<file path="src/hdl/vnug_pkg.sv">
`timescale 1ns / 1ps
// ----------------------------------------------------------------------------
// vnug_pkg
// Shared types and constants for the von Neumann UUID generator.
// ----------------------------------------------------------------------------
package vnug_pkg;

    localparam int unsigned BYTE_W      = 8;
    localparam int unsigned INDEX_W     = 4;
    localparam int unsigned COUNT_W     = 3;

    localparam logic [COUNT_W-1:0] LAST_BIT     = 3'd7;
    localparam logic [INDEX_W-1:0] VERSION_BYTE = 4'd6;
    localparam logic [INDEX_W-1:0] VARIANT_BYTE = 4'd8;
    localparam logic [INDEX_W-1:0] FINAL_BYTE   = 4'd15;

    localparam logic [BYTE_W-1:0] VERSION_BITS = 8'h40;
    localparam logic [BYTE_W-1:0] VERSION_KEEP = 8'h0F;
    localparam logic [BYTE_W-1:0] VARIANT_BITS = 8'h80;
    localparam logic [BYTE_W-1:0] VARIANT_KEEP = 8'h3F;

    // A completed whitened byte, handed from the extractor to the formatter.
    typedef struct packed {
        logic              valid;
        logic [BYTE_W-1:0] data;
    } byte_evt_t;

endpackage

</file>
<file path="src/hdl/vnug_extract.sv">
`timescale 1ns / 1ps
// ----------------------------------------------------------------------------
// vnug_extract
// Von Neumann pairing and MSB-first byte assembly.
// ----------------------------------------------------------------------------
module vnug_extract (
    input  logic               aclk,
    input  logic               aresetn,
    input  logic               fire,
    input  logic               raw_bit,
    output vnug_pkg::byte_evt_t evt,
    output logic               may_complete
);
    import vnug_pkg::*;

    logic               pair_pending_reg;
    logic               first_raw_reg;
    logic [BYTE_W-2:0]  byte_shift_reg;
    logic [COUNT_W-1:0] bit_count_reg;

    logic               white_valid;

    // A second bit that differs from the first yields a whitened bit.
    assign white_valid  = fire && pair_pending_reg && (first_raw_reg != raw_bit);
    assign may_complete = pair_pending_reg && (bit_count_reg == LAST_BIT);

    assign evt.valid = white_valid && (bit_count_reg == LAST_BIT);
    assign evt.data  = {byte_shift_reg, raw_bit};

    always_ff @(posedge aclk) begin
        if (!aresetn) begin
            pair_pending_reg <= 1'b0;
            first_raw_reg    <= 1'b0;
            byte_shift_reg   <= '0;
            bit_count_reg    <= '0;
        end else if (fire) begin
            if (!pair_pending_reg) begin
                first_raw_reg    <= raw_bit;
                pair_pending_reg <= 1'b1;
            end else begin
                pair_pending_reg <= 1'b0;
                if (white_valid) begin
                    if (bit_count_reg == LAST_BIT) begin
                        byte_shift_reg <= '0;
                        bit_count_reg  <= '0;
                    end else begin
                        byte_shift_reg <= {byte_shift_reg[BYTE_W-3:0], raw_bit};
                        bit_count_reg  <= bit_count_reg + COUNT_W'(1);
                    end
                end
            end
        end
    end

endmodule

</file>
<file path="src/hdl/vnug_format.sv">
`timescale 1ns / 1ps
// ----------------------------------------------------------------------------
// vnug_format
// UUID byte numbering, version/variant forcing and the result register.
// ----------------------------------------------------------------------------
module vnug_format (
    input  logic                      aclk,
    input  logic                      aresetn,
    input  logic                      cfg_wr_en,
    input  logic                      cfg_wr_data,
    input  vnug_pkg::byte_evt_t       evt,
    input  logic                      m_ready,
    output logic                      m_valid,
    output logic [vnug_pkg::BYTE_W-1:0]  m_out_byte,
    output logic [vnug_pkg::INDEX_W-1:0] m_byte_index,
    output logic                      m_last_byte,
    output logic                      uuid_mode
);
    import vnug_pkg::*;

    logic               uuid_mode_reg;
    logic [INDEX_W-1:0] position_reg;
    logic               m_valid_reg;
    logic [BYTE_W-1:0]  out_byte_reg;
    logic [INDEX_W-1:0] byte_index_reg;
    logic               last_byte_reg;

    logic [BYTE_W-1:0]  out_byte_next;
    logic [INDEX_W-1:0] byte_index_next;
    logic               last_byte_next;

    always_comb begin
        out_byte_next   = evt.data;
        byte_index_next = '0;
        last_byte_next  = 1'b1;
        if (uuid_mode_reg) begin
            byte_index_next = position_reg;
            last_byte_next  = (position_reg == FINAL_BYTE);
            if (position_reg == VERSION_BYTE) begin
                out_byte_next = VERSION_BITS | (evt.data & VERSION_KEEP);
            end else if (position_reg == VARIANT_BYTE) begin
                out_byte_next = VARIANT_BITS | (evt.data & VARIANT_KEEP);
            end
        end
    end

    always_ff @(posedge aclk) begin
        if (!aresetn) begin
            uuid_mode_reg <= 1'b1;
            position_reg  <= '0;
            m_valid_reg   <= 1'b0;
        end else begin
            if (cfg_wr_en) begin
                uuid_mode_reg <= cfg_wr_data;
                position_reg  <= '0;
            end else if (evt.valid && uuid_mode_reg) begin
                position_reg <= position_reg + INDEX_W'(1);
            end
            if (evt.valid) begin
                m_valid_reg <= 1'b1;
            end else if (m_ready) begin
                m_valid_reg <= 1'b0;
            end
        end
    end

    always_ff @(posedge aclk) begin
        if (evt.valid) begin
            out_byte_reg   <= out_byte_next;
            byte_index_reg <= byte_index_next;
            last_byte_reg  <= last_byte_next;
        end
    end

    assign m_valid      = m_valid_reg;
    assign m_out_byte   = out_byte_reg;
    assign m_byte_index = byte_index_reg;
    assign m_last_byte  = last_byte_reg;
    assign uuid_mode    = uuid_mode_reg;

endmodule

</file>
<file path="src/hdl/von_neumann_uuid_generator.sv">
`timescale 1ns / 1ps
// Takes one raw entropy bit per cycle while s_ready is high and emits von Neumann
// whitened bytes, either as plain bytes (index 0, last set) or as sixteen-byte
// version 4 UUIDs with the version nibble forced into byte 6 and the variant
// bits into byte 8. A finished byte is registered into the result register in
// the cycle after the raw bit that completes it is accepted. s_ready stays
// high while a byte waits on m_ready, and drops only for the one input word that
// could complete the next byte while the previous byte is still unread. Writing
// uuid_mode restarts UUID numbering at byte 0; bit pairing is not disturbed.
// ----------------------------------------------------------------------------
// von_neumann_uuid_generator
// Top level: input handshake, extractor, formatter and result channel.
// ----------------------------------------------------------------------------
module von_neumann_uuid_generator (
    input  logic                         aclk,
    input  logic                         aresetn,
    input  logic                         cfg_wr_en,
    input  logic                         cfg_wr_data,
    input  logic                         s_valid,
    output logic                         s_ready,
    input  logic                         s_raw_bit,
    output logic                         m_valid,
    input  logic                         m_ready,
    output logic [vnug_pkg::BYTE_W-1:0]  m_out_byte,
    output logic [vnug_pkg::INDEX_W-1:0] m_byte_index,
    output logic                         m_last_byte
);
    import vnug_pkg::*;

    byte_evt_t evt;
    logic      fire;
    logic      may_complete;
    logic      uuid_mode;

    // Hold the input only when this word could finish a byte and the result
    // register is still occupied.
    assign s_ready = !(may_complete && m_valid && !m_ready);
    assign fire    = s_valid && s_ready;

    vnug_extract u_extract (
        .aclk         (aclk),
        .aresetn      (aresetn),
        .fire         (fire),
        .raw_bit      (s_raw_bit),
        .evt          (evt),
        .may_complete (may_complete)
    );

    vnug_format u_format (
        .aclk         (aclk),
        .aresetn      (aresetn),
        .cfg_wr_en    (cfg_wr_en),
        .cfg_wr_data  (cfg_wr_data),
        .evt          (evt),
        .m_ready      (m_ready),
        .m_valid      (m_valid),
        .m_out_byte   (m_out_byte),
        .m_byte_index (m_byte_index),
        .m_last_byte  (m_last_byte),
        .uuid_mode    (uuid_mode)
    );

    // A new byte never overwrites one that has not been taken.
    a_no_overwrite: assert property (@(posedge aclk) disable iff (!aresetn)
        evt.valid |-> (!m_valid || m_ready))
        else $error("result register overwritten");

    // UUID byte 6 carries version 4.
    a_version: assert property (@(posedge aclk) disable iff (!aresetn)
        (m_valid && uuid_mode && m_byte_index == VERSION_BYTE)
            |-> (m_out_byte[7:4] == 4'h4))
        else $error("version nibble missing");

    // UUID byte 8 carries the variant bits.
    a_variant: assert property (@(posedge aclk) disable iff (!aresetn)
        (m_valid && uuid_mode && m_byte_index == VARIANT_BYTE)
            |-> (m_out_byte[7:6] == 2'b10))
        else $error("variant bits missing");

    // Last flag follows the byte position.
    a_last: assert property (@(posedge aclk) disable iff (!aresetn)
        m_valid |-> (uuid_mode ? (m_last_byte == (m_byte_index == FINAL_BYTE))
                               : (m_last_byte && m_byte_index == '0)))
        else $error("last flag inconsistent with position");

endmodule

</file>
<file path="config.mk">
export PLATFORM = sky130hd
export DESIGN_NAME = von_neumann_uuid_generator
export DESIGN_NICKNAME = d
export VERILOG_FILES = /design/src/hdl/vnug_pkg.sv /design/src/hdl/vnug_extract.sv /design/src/hdl/vnug_format.sv /design/src/hdl/von_neumann_uuid_generator.sv
export SDC_FILE = /design/constraint.sdc
export NUM_CORES = 1
export LEC_CHECK = 0
export BUFFER_PORTS_ARGS = -buffer_cell sky130_fd_sc_hd__buf_2
export CAP_MARGIN = 5
export CORE_MARGIN = 2
export CORE_UTILIZATION = 48
export CTS_CLUSTER_SIZE = 25
export DETAILED_ROUTE_END_ITERATION = 8
export PLACE_DENSITY = 0.73
export REMOVE_ABC_BUFFERS = 1
export SYNTH_ARGS = -nofsm -noshare
export SYNTH_HDL_FRONTEND = slang
export SYNTH_SLANG_ARGS = --single-unit
</file>
<file path="constraint.sdc">
create_clock -name aclk -period 2.6 [get_ports aclk]
set_clock_uncertainty 0.15 [all_clocks]
set_input_delay 0.13 -clock aclk [delete_from_list [all_inputs] [get_ports aclk]]
set_output_delay 0.13 -clock aclk [all_outputs]
set_load 0.05 [all_outputs]
</file>
==> results.py <==
metrics = {
    "power_and_ir_drop": {
        "internal_power_uw": 628,
        "power.density_mw_per_mm2": 527,
        "ir_drop_mv": 0.477,
        "seq_power_share": 0.636,
        "p_leak_nw": 0.585,
        "pwr-share-clk": 0.311,
        "p_sw_uw": 179,
        "power.switching_fraction": 0.222,
        "comb_power_share": 0.053,
    },
    "critical_path": {
        "arrival_ns": 2.06,
        "start_kind": "input pin",
        "r2r_start": "u_format.uuid_mode",
        "crit_start": "cfg_wr_data",
        "endpoint": "u_format.uuid_mode",
        "crit_path_top_delay_cell": "dlygate4sd3_1",
        "critPathMaxFanout": 1,
        "endpoint_kind": "register",
        "path_cells": "dlygate4sd3_1 -> buf_2 -> mux2i_1 -> dlygate4sd3_1 -> nand2_1 -> dlygate4sd3_1",
        "regToRegEndpoint": "u_format.uuid_mode",
        "r2r_setup_slack_ns": 0.65,
        "critical_path.max_stage_delay_ns": 0.56,
        "cpMostUsedCell": "dlygate4sd3_1",
        "required_ns": 2.67,
        "criticalPathCategory": "in -> reg",
        "reg2reg_depth": 4,
    },
    "placement": {
        "dp_cells": 168,
        "io_buffers": 21,
        "hpwl_mm": 1.58,
        "globalplace.congestion": 0.733,
        "placed_cell_area_mm2": 0.00143,
        "place_ws_ns": 0.820,
    },
    "synth": {
        "yosys_warnings": 0,
        "synth_cell_types": 29,
        "netlist_instances": 119,
        "ys_seq_elements": 31,
        "synth.area.top_cells": "edfxtp_1, dfxtp_1, nand2_1",
        "avgSynthCellArea_um2": 10.8,
        "netlist_area_mm2": 0.00128,
        "yosysSeqAreaShare": 0.584,
        "yosysTopAreaCellShare": 0.304,
        "yosysTopAreaCell": "edfxtp_1",
    },
    "sta": {
        "hold_slack_ns": 0.0450,
        "worst_slew_margin_rel": 0.752,
        "hold_viol_final": 0,
        "rsz0062_at_grt": "no",
        "fin_ws_ns": 0.609,
        "setup_viol": 0,
        "finalCritPeriodShare": 0.766,
        "max_slew.worst_pin.slew_ns": 0.371,
        "post-route-min-period_ns": 1.99,
        "finalMaxSlewViolations": 0,
        "max_freq_mhz": 502,
    },
    "drt": {
        "ant_nets": 0,
        "num_vias": 929,
        "viasPerCell": 5.13,
        "dr.pass1.iters": 3,
        "route.final.wire_length_mm": 2.21,
        "drt_iter0_drc": 9,
        "wl_per_cell_um": 12.2,
        "drc_errors": 0,
    },
    "global_routing": {
        "grtUsageMet1": 0.176,
        "use_met3": 0.0488,
        "busiest_layer": "met2",
        "track_usage": 0.158,
        "first_global_vias": 833,
        "grt_max_degree": 20,
        "grt_pass1_wl_mm": 3.69,
        "gr-total-overflow": 0,
        "antenna_found_initial": 0,
        "grt_use_met2": 0.252,
    },
    "cts": {
        "clock_latency_ns": 0.32,
        "cts_resized": 0,
        "clockBufferDepth": 2,
        "cts_tree": "done",
        "clock_sinks": 31,
        "cts_setup_buffers": 0,
        "htree_levels": 2,
        "cts-root-buf": "clkbuf_4",
        "numCtsBuffers": 5,
        "hold_buffers": 5,
        "clk_pin_slew_ns": 0.09,
    },
    "floorplan": {
        "dieHeight_um": 55.7,
        "core-area_mm2": 0.00250,
        "start_util": 0.514,
        "rows": 18,
        "dieWidth_um": 55.7,
        "die_area_mm2": 0.00311,
        "io_pins": 22,
    },
    "final_layout": {
        "drive_gt1_frac": 0.212,
        "antenna_cells": 0,
        "fillCellCount": 220,
        "nets": 162,
        "final_cell_mix": "buf_2, nand2_1, dfxtp_1, edfxtp_1, o22ai_1",
        "area_growth_pct": 19.1,
        "largest_reg_flops": 8,
        "instances_no_fill": 181,
        "design_area_mm2": 0.00153,
        "layout_commonest_cell": "buf_2",
    },
    "outcome": {
        "status": "completed",
    },
    "worst_hold_path": {
        "hp-class": "in -> reg",
    },
    "flow_run": {
        "maxCapViolations": 0,
    },
}
==> cells in the mapped netlist (all sizes together) <==
cell type	number
a211o	2
a21oi	4
and2	4
and3	1
and3b	1
buf	2
clkbuf	2
dfxtp	18
edfxtp	13
ha	5
inv	7
mux2i	3
nand2	19
nand2b	2
nand3	5
nor2	6
nor2b	3
nor3	2
nor4	2
nor4b	1
o21a	3
o21ai	2
o22ai	8
o2bb2ai	1
or3	1
xnor2	2
==> cell type report <==
class                   count  area, µm²  area share
clock buffers               6       41.3      0.0270
clock inverters             2       7.51     0.00491
inverters                   7       26.3      0.0172
multi-input cells          77        497       0.325
flip-flops and latches     31        751       0.491
well taps                  30       37.5      0.0245
repair buffers             28        170       0.111
==> worst min path at each step <==
| stage | slack, ns | end | cells after the start | from |
|---|---|---|---|---|
| floorplan | 0.04 | u_format.uuid_mode | 1 | aresetn |
| global placement | 0.20 | u_format.uuid_mode | 3 | cfg_wr_data |
| detailed placement | 0.21 | u_format.uuid_mode | 3 | cfg_wr_data |
| CTS | 0.04 | u_format.m_valid | 2 | aresetn |
| global route | 0.05 | u_format.m_valid | 2 | aresetn |
| finish | 0.04 | u_format.m_valid | 2 | aresetn |
==> metrics by stage <==
step | setup TNS, ns | util | power, mW
2_1_floorplan | -3.07 | - | 0.544
3_3_place_gp | 0 | 0.573 | 0.559
3_5_place_dp | 0 | 0.573 | 0.561
4_1_cts | 0 | 0.612 | 0.816
5_1_grt | 0 | 0.612 | 0.841
6_report | 0 | 0.612 | 0.807
==> critical path: cells and delay by family <==
kind	cells	cell delay (ns)
mux	1	0.11
simple gates	1	0.05
buf+inv	4	1.76
==> metal layers <==
layer,routed length (µm),share of wire
met5,0,0
met4,56,0.025
met3,111,0.050
met2,1070,0.49
met1,966,0.44
==> kinds of logic after synthesis <==
family | after synthesis | share of synthesized area
muxes | 3 | 0.0234
buffers and inverters | 11 | 0.0341
AOI/OAI and AO/OA | 20 | 0.101
adders and majority gates | 5 | 0.0487
DFF | 31 | 0.584
and+or+nand+nor | 47 | 0.189
xor gates and xnor gates | 2 | 0.0195
==> power groups by stage <==
stage	Clock [mW]	Sequential (mW)	Combinational [mW]
after floorplan	0	0.523	0.0214
after global placement	0	0.524	0.0353
after detailed placement	0	0.524	0.0365
after CTS	0.260	0.513	0.0431
after global routing	0.279	0.514	0.0478
final	0.251	0.513	0.0430
No activity file was read; power rests on OpenSTA's default activity.
